File: src/sv/fcsd_pkg.sv
// Shared types and constants for the flash command sequence decoder.
package fcsd_pkg;

  // Record depth and the slots that are actually stored
  localparam int unsigned SEQUENCE_DEPTH = 10;
  localparam int unsigned COUNT_W        = 4;
  localparam int unsigned REC_SLOTS      = 6;
  localparam int unsigned SLOT_W         = 3;
  localparam int unsigned REC_ADDR_W     = 12;

  // Command addresses and data codes
  localparam logic [REC_ADDR_W-1:0] ADDR_A = 12'h555;
  localparam logic [REC_ADDR_W-1:0] ADDR_B = 12'h2AA;
  localparam logic [7:0] LOW_A       = 8'h55;
  localparam logic [7:0] LOW_B       = 8'hAA;
  localparam logic [7:0] DATA_UNLOCK1 = 8'hAA;
  localparam logic [7:0] DATA_UNLOCK2 = 8'h55;
  localparam logic [7:0] DATA_ERASE   = 8'h80;
  localparam logic [7:0] DATA_SECTOR  = 8'h30;
  localparam logic [7:0] DATA_CHIP    = 8'h10;
  localparam logic [7:0] DATA_PROGRAM = 8'hA0;
  localparam logic [7:0] DATA_ID      = 8'h90;
  localparam logic [7:0] DATA_RESET   = 8'hF0;

  // Decoded operation codes
  typedef enum logic [2:0] {
    OP_NONE    = 3'd0,
    OP_PROGRAM = 3'd1,
    OP_SECTOR  = 3'd2,
    OP_CHIP    = 3'd3,
    OP_ID      = 3'd4,
    OP_RESET   = 3'd5
  } op_t;

  // One bus write
  typedef struct packed {
    logic [15:0] bus_address;
    logic [7:0]  bus_data;
  } req_item_t;

  // One decode result
  typedef struct packed {
    op_t         operation;
    logic [15:0] target_address;
    logic [7:0]  program_data;
    logic        id_mode_active;
  } res_item_t;

endpackage

File: src/sv/fcsd_in_reg.sv
// Input register stage that captures one bus write request.
module fcsd_in_reg (
  input  logic                clk,
  input  logic                rst,
  input  logic                request_valid,
  input  fcsd_pkg::req_item_t request,
  output logic                request_stall,
  input  logic                advance,
  output logic                item_valid,
  output fcsd_pkg::req_item_t item
);

  // Hold while a captured request cannot move on
  assign request_stall = item_valid && !advance;

  // Capture a new request whenever the stage is free
  always_ff @(posedge clk) begin
    if (rst) begin
      item_valid <= 1'b0;
    end else if (!request_stall) begin
      item_valid <= request_valid;
    end
  end

  always_ff @(posedge clk) begin
    if (!request_stall && request_valid) begin
      item <= request;
    end
  end

endmodule

File: src/sv/fcsd_decode.sv
// Sequence record, command matching and result register.
module fcsd_decode (
  input  logic                clk,
  input  logic                rst,
  input  logic                item_valid,
  input  fcsd_pkg::req_item_t item,
  output logic                advance,
  output logic                result_valid,
  input  logic                result_stall,
  output fcsd_pkg::res_item_t result
);

  logic [fcsd_pkg::COUNT_W-1:0]    count;
  logic [fcsd_pkg::COUNT_W-1:0]    count_next;
  logic                            id_flag;
  logic                            id_flag_next;
  logic [fcsd_pkg::REC_ADDR_W-1:0] rec_addr [fcsd_pkg::REC_SLOTS];
  logic [7:0]                      rec_data [fcsd_pkg::REC_SLOTS];
  logic [fcsd_pkg::REC_ADDR_W-1:0] cur_addr;
  logic [7:0]                      cur_data;
  logic [7:0]                      cur_low;
  logic                            step;
  logic                            unlock_ok;
  logic                            prefix_ok;
  logic                            below_depth;
  fcsd_pkg::op_t                   op_next;

  // Advance when the result register is free or being taken
  assign advance = !result_valid || !result_stall;
  assign step    = advance && item_valid;

  assign cur_addr    = item.bus_address[fcsd_pkg::REC_ADDR_W-1:0];
  assign cur_data    = item.bus_data;
  assign cur_low     = item.bus_address[7:0];
  assign below_depth = count < fcsd_pkg::COUNT_W'(fcsd_pkg::SEQUENCE_DEPTH);

  // Stored unlock and erase prefix compares
  assign unlock_ok = rec_addr[0] == fcsd_pkg::ADDR_A && rec_data[0] == fcsd_pkg::DATA_UNLOCK1 &&
                     rec_addr[1] == fcsd_pkg::ADDR_B && rec_data[1] == fcsd_pkg::DATA_UNLOCK2;
  assign prefix_ok = unlock_ok &&
                     rec_addr[2] == fcsd_pkg::ADDR_A && rec_data[2] == fcsd_pkg::DATA_ERASE &&
                     rec_addr[3] == fcsd_pkg::ADDR_A && rec_data[3] == fcsd_pkg::DATA_UNLOCK1 &&
                     rec_addr[4] == fcsd_pkg::ADDR_B && rec_data[4] == fcsd_pkg::DATA_UNLOCK2;

  // Match the record, with this write standing in the slot at the count
  always_comb begin
    op_next      = fcsd_pkg::OP_NONE;
    count_next   = count;
    id_flag_next = id_flag;
    if (below_depth) begin
      count_next = count + 1'b1;
      if (count == 4'd2 && unlock_ok && cur_addr == fcsd_pkg::ADDR_A &&
          cur_data == fcsd_pkg::DATA_ID) begin
        id_flag_next = 1'b1;
        count_next   = '0;
        op_next      = fcsd_pkg::OP_ID;
      end else if (count == 4'd5 && prefix_ok && cur_data == fcsd_pkg::DATA_SECTOR) begin
        count_next = '0;
        op_next    = fcsd_pkg::OP_SECTOR;
      end else if (count == 4'd5 && prefix_ok && cur_addr == fcsd_pkg::ADDR_A &&
                   cur_data == fcsd_pkg::DATA_CHIP) begin
        count_next = '0;
        op_next    = fcsd_pkg::OP_CHIP;
      end else if (count == 4'd3 && unlock_ok && rec_addr[2] == fcsd_pkg::ADDR_A &&
                   rec_data[2] == fcsd_pkg::DATA_PROGRAM) begin
        count_next = '0;
        op_next    = fcsd_pkg::OP_PROGRAM;
      end
    end
    // Drop the sequence on an address outside the command pair
    if (cur_low != fcsd_pkg::LOW_A && cur_low != fcsd_pkg::LOW_B) begin
      count_next = '0;
    end
    // Reset data ends the sequence and ID mode
    if (cur_data == fcsd_pkg::DATA_RESET) begin
      count_next   = '0;
      id_flag_next = 1'b0;
      if (op_next == fcsd_pkg::OP_NONE) begin
        op_next = fcsd_pkg::OP_RESET;
      end
    end
  end

  // Sequence state
  always_ff @(posedge clk) begin
    if (rst) begin
      count   <= '0;
      id_flag <= 1'b0;
    end else if (step) begin
      count   <= count_next;
      id_flag <= id_flag_next;
    end
  end

  // Record the write while slots remain
  always_ff @(posedge clk) begin
    if (step && count < fcsd_pkg::COUNT_W'(fcsd_pkg::REC_SLOTS)) begin
      rec_addr[count[fcsd_pkg::SLOT_W-1:0]] <= cur_addr;
      rec_data[count[fcsd_pkg::SLOT_W-1:0]] <= cur_data;
    end
  end

  // Result register
  always_ff @(posedge clk) begin
    if (rst) begin
      result_valid <= 1'b0;
    end else if (advance) begin
      result_valid <= item_valid;
    end
  end

  always_ff @(posedge clk) begin
    if (step) begin
      result.operation      <= op_next;
      result.target_address <= item.bus_address;
      result.program_data   <= item.bus_data;
      result.id_mode_active <= id_flag_next;
    end
  end

  // Reset data always leaves ID mode off
  a_reset_clears_id: assert property (@(posedge clk) disable iff (rst)
    step && cur_data == fcsd_pkg::DATA_RESET |=> !id_flag && !result.id_mode_active)
    else $error("reset data left ID mode active");

  // Count stays within the record depth
  a_count_bound: assert property (@(posedge clk) disable iff (rst)
    count <= fcsd_pkg::COUNT_W'(fcsd_pkg::SEQUENCE_DEPTH))
    else $error("sequence count beyond depth");

  // A recognized command restarts the sequence
  a_cmd_clears_count: assert property (@(posedge clk) disable iff (rst)
    step && (op_next == fcsd_pkg::OP_PROGRAM || op_next == fcsd_pkg::OP_SECTOR ||
             op_next == fcsd_pkg::OP_CHIP || op_next == fcsd_pkg::OP_ID) |=> count == '0)
    else $error("command did not clear the sequence count");

  // ID entry reports ID mode on its own result
  a_id_entry: assert property (@(posedge clk) disable iff (rst)
    step && op_next == fcsd_pkg::OP_ID |=> result_valid && result.id_mode_active)
    else $error("ID entry result without ID mode");

endmodule

File: src/sv/flash_command_sequence_decoder.sv
// Flash command sequence decoder: bus writes in, decoded commands out.
// A request is captured in the input register, decoded, and its result is held in the result register.
// One request per cycle while result_stall is low; the input and result registers decouple the sides.
// Each request's decode is one compare pass over the six-slot record and the count.
// Reset (rst, synchronous): clears the sequence count, ID mode and both valid flags.
// The record slots are not cleared; only slots written in the current sequence are compared.
module flash_command_sequence_decoder (
  input  logic                clk,
  input  logic                rst,
  input  logic                request_valid,
  output logic                request_stall,
  input  fcsd_pkg::req_item_t request,
  output logic                result_valid,
  input  logic                result_stall,
  output fcsd_pkg::res_item_t result
);

  logic                advance;
  logic                item_valid;
  fcsd_pkg::req_item_t item;

  // Capture incoming requests
  fcsd_in_reg u_in_reg (
    .clk           (clk),
    .rst           (rst),
    .request_valid (request_valid),
    .request       (request),
    .request_stall (request_stall),
    .advance       (advance),
    .item_valid    (item_valid),
    .item          (item)
  );

  // Decode and register the result
  fcsd_decode u_decode (
    .clk          (clk),
    .rst          (rst),
    .item_valid   (item_valid),
    .item         (item),
    .advance      (advance),
    .result_valid (result_valid),
    .result_stall (result_stall),
    .result       (result)
  );

endmodule
File: config.mk
export PLATFORM = sky130hd
export DESIGN_NAME = flash_command_sequence_decoder
export DESIGN_NICKNAME = d
export VERILOG_FILES = /design/src/sv/fcsd_pkg.sv /design/src/sv/fcsd_in_reg.sv /design/src/sv/fcsd_decode.sv /design/src/sv/flash_command_sequence_decoder.sv
export SDC_FILE = /design/constraint.sdc
export NUM_CORES = 1
export LEC_CHECK = 0
export BUFFER_PORTS_ARGS = -buffer_cell sky130_fd_sc_hd__buf_4
export CAP_MARGIN = 20
export CORE_UTILIZATION = 52
export DETAILED_ROUTE_END_ITERATION = 8
export PLACE_DENSITY = 0.81
export SLEW_MARGIN = 10
export SYNTH_ARGS = -nofsm -noshare
export SYNTH_HDL_FRONTEND = slang
export SYNTH_SLANG_ARGS = --single-unit
File: constraint.sdc
create_clock -name clk -period 3.05 [get_ports clk]
set_input_delay 0.4575 -clock clk [delete_from_list [all_inputs] [get_ports clk]]
set_output_delay 0.4575 -clock clk [all_outputs]
set_load 0.02 [all_outputs]
==> results.ini, run 1 <==
[global_routing]
globalRouteOverflowTotal = 0
groute.usage.overall = 0.202
largest_net_degree_at_the_start_of_global_routing = 25
wire_length_of_the_first_global_routing_pass_microns = 15700
number_of_antenna_violations_at_the_first_check_in_global_routing = 0
number_of_global_route_vias_before_repair = 2851

[drt]
detail_route.iter0.violations = 272
drt_first_pass_iters = 5
route.vias.total = 2866
drt-vias-per-instance = 5.65
route.detailed.wl_per_inst_microns = 20.5
drc_errors = 0
wirelength_microns = 10400
ant_nets = 0

[synth]
syn_area_sq_mm = 0.00559
synth_top_area_cell = sky130_fd_sc_hd__edfxtp_1
seq_area_frac_synth = 0.842
synth_fa_ha_area_frac = 0.00672
syn_area_per_cell_sq_um = 20.2
top_cell_type_s_share_of_synthesized_area = 0.817
number_of_instances_in_the_synthesized_netlist = 276
ys_types = 41
yosysWarnings = 0
dominant_combinational_cell_family_by_area_after_synthesis = simple AND/OR/NAND/NOR gates
netlist_top_cells_area = sky130_fd_sc_hd__edfxtp_1 82%, sky130_fd_sc_hd__nor4bb_1 2.7%, sky130_fd_sc_hd__dfxtp_1 2.5%
syn-num-nets = 307
seq_cells_post_synth = 159
synth_simple_gate_area_frac = 0.123
synth-compound-area-share = 0.0213
xor_xnor_cell_area_share_of_the_yosys_netlist = 0
yosys-mux-area-fraction = 0

[sta]
finClkSkew_ns = 0.0127
drv_slew = 0
timing.fmax_mhz = 425
worst_max_slew_pin_slew_ns = 0.657
setup_tns_ns = 0
hold_viol_final = 0
setup_repair_after_global_routing_missed_its_margin = false
period_needed_ns = 2.35
relSlewSlack = 0.559
finalSetupViolCount = 0
final_min_period_over_clock_period = 0.771

[critical_path]
regToRegStartpoint = u_decode.count[1]
critical_path.endpoint_type = flip-flop
worst-endpoint-required_ns = 3.31
setup.worst_path.start = u_decode.count[1]
critPathArrivalTime_ns = 2.61
timing.critical_path.fanout_max = 9
startpoint_type = flip-flop
timing.setup.critical_path_class = reg2reg

[cts]
cts_resized = 0
cts_root_buffer = sky130_fd_sc_hd__clkbuf_8
cts_tree = yes
tritoncts.num_buffers = 17
clockBufferDepth = 2
clock_sinks = 159
htree_levels = 4
number_of_hold_repair_buffers_added_at_the_cts_stage = 0
cts_setup_buffers = 0
clock_latency_on_the_worst_skew_pair_ns = 0.52
clk_slew_on_worst_s_h_paths_ns = 0.07

[cells_and_area]
layout_commonest_cell = sky130_fd_sc_hd__edfxtp_1
layout.nets = 389
fin_util = 0.663
antenna_cells_inserted = 0
final_cell_mix = 152 x sky130_fd_sc_hd__edfxtp_1, 64 x sky130_fd_sc_hd__buf_4, 22 x sky130_fd_sc_hd__clkbuf_16
num-fill-cells = 685
drive_gt1_frac = 0.313
area_growth_pct = 23.1

[outcome]
status = finished clean

[place]
finalWeightedCongestion = 0.825
port_buffers = 57
dp.final_hpwl_microns = 6340

[power_and_ir_drop]
vdd_ir_drop_max_uv = 553
power.net_switching_w = 0.000934
netSwitchingFraction = 0.197
pwr-share-clk = 0.446
power.internal_w = 0.00381
total_power_w = 0.00474
seqPwrFrac = 0.528
static-leakage-power_nw = 2.37
comb_power_share = 0.026
power.density_mw_per_mm2 = 689

[die]
rows = 37
chipWidth_microns = 106
die_h_microns = 106
floorplan.core_area_sq_mm = 0.0104
start_util = 0.539
die_area_sq_mm = 0.0112
floorplan.io_pins = 58

[hold_path]
hold_start = request[8]
timing.hold.worst.class = in2reg

[run]
drv.max_cap_violation_count = 0

sequential cells by signal (all words and copies together) (netlist names):
register / cells
u_decode.result_valid: 1
u_in_reg.item_valid: 1
u_decode.id_flag: 1
u_decode.count: 4
u_in_reg.item: 24
u_decode.rec_data: 40
u_decode.rec_addr: 60
u_decode.result: 28
routing by layer:
layer  up-vias  track usage  part of all wire
li1       1294            -                 -
met1      1410        0.262              0.40
met2       139        0.328              0.52
met3        23       0.0495             0.061
met4         0       0.0833             0.021
met5         -            0                 0
through the flow:
stage                     cell area, sq um  hold slack, ns  worst slack [ns]  cells
after floorplan                       5590           0.400             0.177    276
after global placement                6250           0.401             0.730    475
final                                 6880           0.109             0.699    507
after CTS                             6880          0.0896             0.754    507
after global routing                  6880          0.0884             0.506    507
after detailed placement              6250           0.407             0.638    475
cell type report:
class	count	area (sq um)	share of cell area
sequential	159	4700	0.684
multi-input combinational	109	872	0.127
clock buffer	24	568	0.0826
timing repair buffer	64	480	0.0699
tap	136	170	0.0247
clock inverter	8	56.3	0.00819
inverter	7	26.3	0.00382
synthesized netlist by cell type (all sizes together):
library cell,instances
and4bb,4
nor4,4
nand4bb,1
nor3b,2
a21o,2
nand4,7
nor4bb,15
nand3b,1
a21oi,4
nor3,7
o22ai,1
a41oi,1
nor2,9
dfxtp,7
o21a,1
edfxtp,152
o32ai,1
nand3,9
and3,4
nand4b,3
nor2b,2
a32oi,1
ha,3
or3,1
nor4b,6
buf,1
a31oi,3
and2b,1
and4b,2
inv,7
nand2,11
o21ai,3
critical path, cell delays in order (launching register included):
cell,delay [ns]
sky130_fd_sc_hd__dfxtp_1,0.42
sky130_fd_sc_hd__inv_1,0.22
sky130_fd_sc_hd__ha_1,0.21
sky130_fd_sc_hd__and4b_1,0.22
sky130_fd_sc_hd__nand4_1,0.15
sky130_fd_sc_hd__nor4_1,0.40
sky130_fd_sc_hd__nand3_1,0.12
sky130_fd_sc_hd__o22ai_1,0.23
sky130_fd_sc_hd__o21ai_0,0.12
kinds of logic after synthesis:
family	Yosys count
flops	159
simple gates	89
compound gates	17
buf+inv	8
fa+ha+maj	3
final timing paths:
path	cells past startpoint	slack [ns]	endpoint
worst max-delay path	8	0.70	u_decode.result[27]
worst min-delay path	1	0.11	u_in_reg.item[8]
worst max register to register	8	0.70	u_decode.result[27]
worst min register to register	0	0.42	u_decode.result[21]
power by group through the flow:
stage / logic (W) / clock network (W) / registers (W)
after floorplan: 0.0000325 / 0 / 0.00255
after global routing: 0.000132 / 0.00223 / 0.00251
final: 0.000123 / 0.00211 / 0.00250
after CTS: 0.000125 / 0.00214 / 0.00250
after global placement: 0.000121 / 0 / 0.00255
after detailed placement: 0.000124 / 0 / 0.00255
(Power assumes the default switching activity.)
==> inputs of run 2 (changes only) <==
--- a/config.mk
+++ b/config.mk
@@ -5,9 +5,10 @@
 export SDC_FILE = /design/constraint.sdc
 export NUM_CORES = 1
 export LEC_CHECK = 0
+export ABC_AREA = 1
 export BUFFER_PORTS_ARGS = -buffer_cell sky130_fd_sc_hd__buf_4
 export CAP_MARGIN = 20
-export CORE_UTILIZATION = 52
+export CORE_UTILIZATION = 55
 export DETAILED_ROUTE_END_ITERATION = 8
 export PLACE_DENSITY = 0.81
 export SLEW_MARGIN = 10
==> constraint.sdc (replaced) <==
create_clock -name clk -period 2.29 [get_ports clk]
set_input_delay 0.3435 -clock clk [delete_from_list [all_inputs] [get_ports clk]]
set_output_delay 0.3435 -clock clk [all_outputs]
set_load 0.02 [all_outputs]
==> run 2 against run 1 <==
Clock skew is 0.0060 ns lower. Sequential power is 34% higher. Power grew 34%. Clock power increased by 30%. Fmax grew 14%. Synthesized cell count grew 42%. Cell count up 28%. Wire length grew 8.2%. Worst setup slack got worse by 0.47 ns. First-iteration DRC count shrank 11%. Synthesized area rose by 2.9%. Critical path type unchanged. Largest cell class unchanged. Largest power group unchanged.
==> results.ini, run 2 <==
[sta]
setup_repair_after_global_routing_missed_its_margin = false
setup_tns_ns = 0
hold_viol_final = 0
period_needed_ns = 2.06
worst_max_slew_pin_slew_ns = 0.483
relSlewSlack = 0.678
finalSetupViolCount = 0
timing.fmax_mhz = 484
drv_slew = 0
finClkSkew_ns = 0.00667
final_min_period_over_clock_period = 0.902

[cts]
tritoncts.num_buffers = 17
clockBufferDepth = 2
cts_setup_buffers = 0
cts_tree = yes
clock_sinks = 159
cts_root_buffer = sky130_fd_sc_hd__clkbuf_8
htree_levels = 4
clock_latency_on_the_worst_skew_pair_ns = 0.52
clk_slew_on_worst_s_h_paths_ns = 0.06

[place]
finalWeightedCongestion = 0.834
port_buffers = 57
dp.final_hpwl_microns = 6310

[synth]
syn-num-nets = 424
dominant_combinational_cell_family_by_area_after_synthesis = simple AND/OR/NAND/NOR gates
seq_area_frac_synth = 0.818
synth_simple_gate_area_frac = 0.119
top_cell_type_s_share_of_synthesized_area = 0.794
number_of_instances_in_the_synthesized_netlist = 393
syn_area_sq_mm = 0.00575
synth_top_area_cell = sky130_fd_sc_hd__edfxtp_1
synth-async-reset-ratio = 0
seq_cells_post_synth = 159
yosysMostFrequentCell = sky130_fd_sc_hd__edfxtp_1
dominantRegCellSynth = sky130_fd_sc_hd__edfxtp_1
yosys-mux-area-fraction = 0
syn_area_per_cell_sq_um = 14.6
synth_fa_ha_area_frac = 0.00653
netlist_top_cells_area = sky130_fd_sc_hd__edfxtp_1 79%, sky130_fd_sc_hd__nor2_1 3.8%, sky130_fd_sc_hd__inv_1 3.7%
xor_xnor_cell_area_share_of_the_yosys_netlist = 0.00457
yosysWarnings = 0
synth-compound-area-share = 0.0107
ys_types = 24
synth.cells.most_frequent = 152 x sky130_fd_sc_hd__edfxtp_1, 58 x sky130_fd_sc_hd__nor2_1, 57 x sky130_fd_sc_hd__inv_1, 52 x sky130_fd_sc_hd__nand2_1, 13 x sky130_fd_sc_hd__nand3_1
synth_edf_count = 152

[drt]
drt-vias-per-instance = 5.27
drc_errors = 0
route.vias.total = 3424
wirelength_microns = 11200
detail_route.iter0.violations = 243
ant_nets = 0
drt_first_pass_iters = 5
route.detailed.wl_per_inst_microns = 17.3

[critical_path]
startpoint_type = flip-flop
setup.worst_path.start = u_decode.count[0]
reg2regPathDepth = 12
worst_r2r_endpoint = u_decode.result[27]
worst-endpoint-required_ns = 2.57
critical_path.endpoint_type = flip-flop
critPathCapture = u_decode.result[27]
regToRegStartpoint = u_decode.count[0]
critPathArrivalTime_ns = 2.34
r2r_slack_ns = 0.23
timing.setup.critical_path_class = reg2reg
timing.critical_path.fanout_max = 7

[die]
floorplan.core_area_sq_mm = 0.00995
die_area_sq_mm = 0.0109
floorplan.io_pins = 58
rows = 36
start_util = 0.577
chipWidth_microns = 104
die_h_microns = 104

[cells_and_area]
antenna_cells_inserted = 0
drive_gt1_frac = 0.230
area_growth_pct = 28.0
layout.nets = 536
fin_util = 0.739
layout_commonest_cell = sky130_fd_sc_hd__edfxtp_1
flip_flop_count_of_the_largest_register_all_copies_and_words_added = 60
final_cell_mix = 152 x sky130_fd_sc_hd__edfxtp_1, 67 x sky130_fd_sc_hd__buf_4, 58 x sky130_fd_sc_hd__nor2_1

[global_routing]
groute.usage.overall = 0.221
globalRouteMet3Util = 0.0689
largest_net_degree_at_the_start_of_global_routing = 32
global_route.usage.met2 = 0.360
grt_busiest_layer = met2
number_of_antenna_violations_at_the_first_check_in_global_routing = 0
globalRouteOverflowTotal = 0
number_of_global_route_vias_before_repair = 3419
wire_length_of_the_first_global_routing_pass_microns = 17400
groute.layer.met1.usage = 0.273

[power_and_ir_drop]
static-leakage-power_nw = 2.78
vdd_ir_drop_max_uv = 610
power.density_mw_per_mm2 = 863
total_power_w = 0.00635

[outcome]
status = finished clean

[run]
drv.max_cap_violation_count = 0

[hold_path]
timing.hold.worst.class = in2reg

-- run 2: cell count changes after synthesis, moves of 3 or more --
| cell | change |
|---|---|
| sky130_fd_sc_hd__inv_1 | +50 |
| sky130_fd_sc_hd__inv_2 | +5 |
| sky130_fd_sc_hd__nand2_1 | +41 |
| sky130_fd_sc_hd__nand2_2 | +3 |
| sky130_fd_sc_hd__nand3_1 | +4 |
| sky130_fd_sc_hd__nand4b_1 | -3 |
| sky130_fd_sc_hd__nor2_1 | +49 |
| sky130_fd_sc_hd__nor3_1 | +5 |
| sky130_fd_sc_hd__nor4b_1 | -3 |
| sky130_fd_sc_hd__nor4bb_1 | -15 |
| sky130_fd_sc_hd__xor2_1 | +3 |
-- run 2: area by class of cell --
| class | instances | area [sq um] |
|---|---|---|
| sequential | 159 | 4710 |
| fill | 548 | 2600 |
| multi-input combinational | 172 | 891 |
| timing repair buffer | 93 | 773 |
| clock buffer | 18 | 418 |
| inverter | 62 | 233 |
| clock inverter | 13 | 166 |
| tap | 133 | 166 |
-- run 2: worst min path at each step --
| stage | startpoint | end | slack (ns) | cells past startpoint |
|---|---|---|---|---|
| after floorplan | u_in_reg.item[20] | u_decode.result[21] | 0.40 | 0 |
| after global placement | u_in_reg.item[21] | u_decode.result[22] | 0.41 | 0 |
| after detailed placement | u_in_reg.item[22] | u_decode.result[23] | 0.41 | 0 |
| after CTS | request_valid | u_in_reg.item_valid | 0.07 | 3 |
| after global routing | request_valid | u_in_reg.item_valid | 0.09 | 3 |
| final | request_valid | u_in_reg.item_valid | 0.10 | 3 |
-- run 2: kinds of logic after synthesis --
family	Yosys count
compound gates	10
xor+xnor	3
fa+ha+maj	3
buf+inv	62
flops	159
simple gates	156
-- run 2: timing repair --
item / 4_1_cts / 5_1_grt
gates resized for setup: 0 / 0
endpoints found under the hold margin: 26 / 0
setup endpoints to repair: 0 / 0
hold buffers: 25 / 0
-- run 2: where the power goes --
part | leakage, nW | switching (W) | internal, W | total, W
registers | 1.46 | 0.0000629 | 0.00328 | 0.00334
clock network | 0.267 | 0.00109 | 0.00166 | 0.00275
logic | 1.05 | 0.000140 | 0.000115 | 0.000256
-- run 2: metal layers --
layer	part of all wire	wire length (microns)	vias to the layer above
li1	-	-	1573
met1	0.40	4510	1679
met2	0.51	5780	150
met3	0.064	714	22
met4	0.019	218	0
met5	0	0	-
-- run 2: worst max-delay path: stages (launching register included) --
cell and delay (ns):
sky130_fd_sc_hd__dfxtp_1 0.62, sky130_fd_sc_hd__inv_1 0.27, sky130_fd_sc_hd__ha_1 0.26, sky130_fd_sc_hd__nand2_1 0.06
sky130_fd_sc_hd__nor2_1 0.05, sky130_fd_sc_hd__nand3_1 0.07, sky130_fd_sc_hd__nor2_1 0.06, sky130_fd_sc_hd__a21oi_1 0.15
sky130_fd_sc_hd__nand2_1 0.07, sky130_fd_sc_hd__inv_1 0.05, sky130_fd_sc_hd__nand2_1 0.06, sky130_fd_sc_hd__nand2_1 0.06
sky130_fd_sc_hd__nand2_1 0.04
-- run 2: through the flow --
step	cells	setup slack, ns	cell area (sq um)	hold slack (ns)
floorplan	393	-0.184	5830	0.400
global placement	594	0.404	6520	0.406
detailed placement	594	0.270	6520	0.413
CTS	650	0.259	7360	0.0729
global route	650	0.0732	7360	0.0853
finish	650	0.225	7360	0.102
==> inputs of run 3 (changes only) <==
--- a/config.mk
+++ b/config.mk
@@ -8,9 +8,9 @@
 export ABC_AREA = 1
 export BUFFER_PORTS_ARGS = -buffer_cell sky130_fd_sc_hd__buf_4
 export CAP_MARGIN = 20
-export CORE_UTILIZATION = 55
+export CORE_UTILIZATION = 30
 export DETAILED_ROUTE_END_ITERATION = 8
-export PLACE_DENSITY = 0.81
+export PLACE_DENSITY = 0.52
 export SLEW_MARGIN = 10
 export SYNTH_ARGS = -nofsm -noshare
 export SYNTH_HDL_FRONTEND = slang
==> run 3 against run 2 <==
Fmax up 4.9%. Critical path depth unchanged. Flip-flop and latch count stayed put. Die area increased by 81%. First-iteration DRC count down 17%. Non-clock buffer count fell by 18. Via count fell by 9.5%. Clock power is essentially flat. Global-route usage is 10 points lower. Critical path type unchanged. Critical endpoint unchanged. Largest cell class unchanged.
==> results.ini, run 3 (synthesis gave the netlist of run 2 again) <==
[cts]
cts_setup_buffers = 0
clock_sinks = 159
number_of_hold_repair_buffers_added_at_the_cts_stage = 0
cts_root_buffer = sky130_fd_sc_hd__clkbuf_16
clockBufferDepth = 2
cts_resized = 0
tritoncts.num_buffers = 17
clk_slew_on_worst_s_h_paths_ns = 0.06
clock_latency_on_the_worst_skew_pair_ns = 0.42
htree_levels = 4
cts_tree = yes

[die]
floorplan.io_pins = 58
start_util = 0.306
chipWidth_microns = 140
die_area_sq_mm = 0.0197
rows = 50
die_h_microns = 140
floorplan.core_area_sq_mm = 0.0188

[global_routing]
number_of_global_route_vias_before_repair = 3201
globalRouteOverflowTotal = 0
number_of_antenna_violations_at_the_first_check_in_global_routing = 0
largest_net_degree_at_the_start_of_global_routing = 25
wire_length_of_the_first_global_routing_pass_microns = 17200
groute.usage.overall = 0.120

[outcome]
status = finished clean

[power_and_ir_drop]
vdd_ir_drop_max_uv = 577
power.density_mw_per_mm2 = 866
static-leakage-power_nw = 2.70

[sta]
hold_viol_final = 0
setup_repair_after_global_routing_missed_its_margin = false
drv_slew = 0
final_min_period_over_clock_period = 0.859
period_needed_ns = 1.97
finalSetupViolCount = 0
setup_tns_ns = 0
fin_hold_ws_ns = 0.0951
relSlewSlack = 0.715
worst_max_slew_pin_slew_ns = 0.427
finClkSkew_ns = 0.00772
timing.fmax_mhz = 508

[place]
dp.final_hpwl_microns = 7310
port_buffers = 57
finalWeightedCongestion = 0.799

[cells_and_area]
area_growth_pct = 26.3
drive_gt1_frac = 0.250
layout_commonest_cell = sky130_fd_sc_hd__edfxtp_1
layout.nets = 518
flip_flop_count_of_the_largest_register_all_copies_and_words_added = 60
antenna_cells_inserted = 0
num-fill-cells = 1755
final_cell_mix = 152 x sky130_fd_sc_hd__edfxtp_1, 75 x sky130_fd_sc_hd__buf_4, 58 x sky130_fd_sc_hd__nor2_1

[critical_path]
worst-endpoint-required_ns = 2.46
most_common_cell_type_on_the_critical_path = sky130_fd_sc_hd__nand2_1
worstPathCellList = inv_1 -> ha_1 -> nand2_1 -> nor2_1 -> nand3_1 -> nor2_1 -> a21oi_1 -> nand2_1 -> inv_1 -> nand2_1 -> nand2_1 -> nand2_1
path_buf_inv = 2
timing.critical_path.fanout_max = 7
startpoint_type = flip-flop
cell_type_group_with_the_largest_total_delay_on_the_critical_path = flip-flops
critical_path.endpoint_type = flip-flop
worst_path_largest_cell_delay_ns = 0.58
critPathArrivalTime_ns = 2.14
critical_path.slowest_cell = sky130_fd_sc_hd__dfxtp_1
timing.setup.critical_path_class = reg2reg

[hold_path]
timing.hold.worst.class = in2reg

[run]
drv.max_cap_violation_count = 0

[drt]
detail_route.iter0.violations = 202
wirelength_microns = 10800
drt-vias-per-instance = 4.22
route.detailed.wl_per_inst_microns = 14.8
ant_nets = 0
drc_errors = 0
drt_first_pass_iters = 4
route.vias.total = 3100

==> run 3: through the flow <==
stage,total power (W),instances,setup slack (ns),cell area (sq um),utilization
after floorplan,0.00349,393,-0.184,5830,-
after global placement,0.00364,702,0.363,6690,0.356
after detailed placement,0.00364,702,0.329,6690,0.356
after CTS,0.00638,734,0.324,7260,0.387
after global routing,0.00652,734,0.134,7260,0.387
final,0.00629,734,0.322,7260,0.387
==> run 3: cell type report <==
type                       instances  area (sq um)  share of cell area
clock buffer                      19           433              0.0596
clock inverter                    13           139              0.0191
inverter                          62           233              0.0321
multi-input combinational        172           891               0.123
sequential                       159          4710               0.649
tap                              234           293              0.0403
timing repair buffer              75           563              0.0776
==> run 3: worst paths after layout <==
kind	start	end	slack [ns]	depth (start not counted)
max reg2reg	u_decode.count[0]	u_decode.result[27]	0.32	12
min	rst	u_decode.result_valid	0.1	2
max	u_decode.count[0]	u_decode.result[27]	0.32	12
min reg2reg	u_in_reg.item[23]	u_decode.result[24]	0.42	0
==> run 3: where the power goes <==
part / total (W) / switching (W) / leakage (nW) / internal (W)
combinational: 0.000236 / 0.000142 / 0.975 / 0.0000939
sequential: 0.00333 / 0.0000533 / 1.46 / 0.00328
clock: 0.00272 / 0.00111 / 0.263 / 0.00161
total: 0.00629 / 0.00131 / 2.70 / 0.00498
==> run 3: routing by layer <==
metal  vias to the layer above  routed length [microns]  global-route usage
met5                         -                        0                   0
met4                         0                      170              0.0492
met3                        16                      479              0.0393
met2                        71                     5090               0.189
met1                      1472                     5100               0.154
li1                       1541                        -                   -
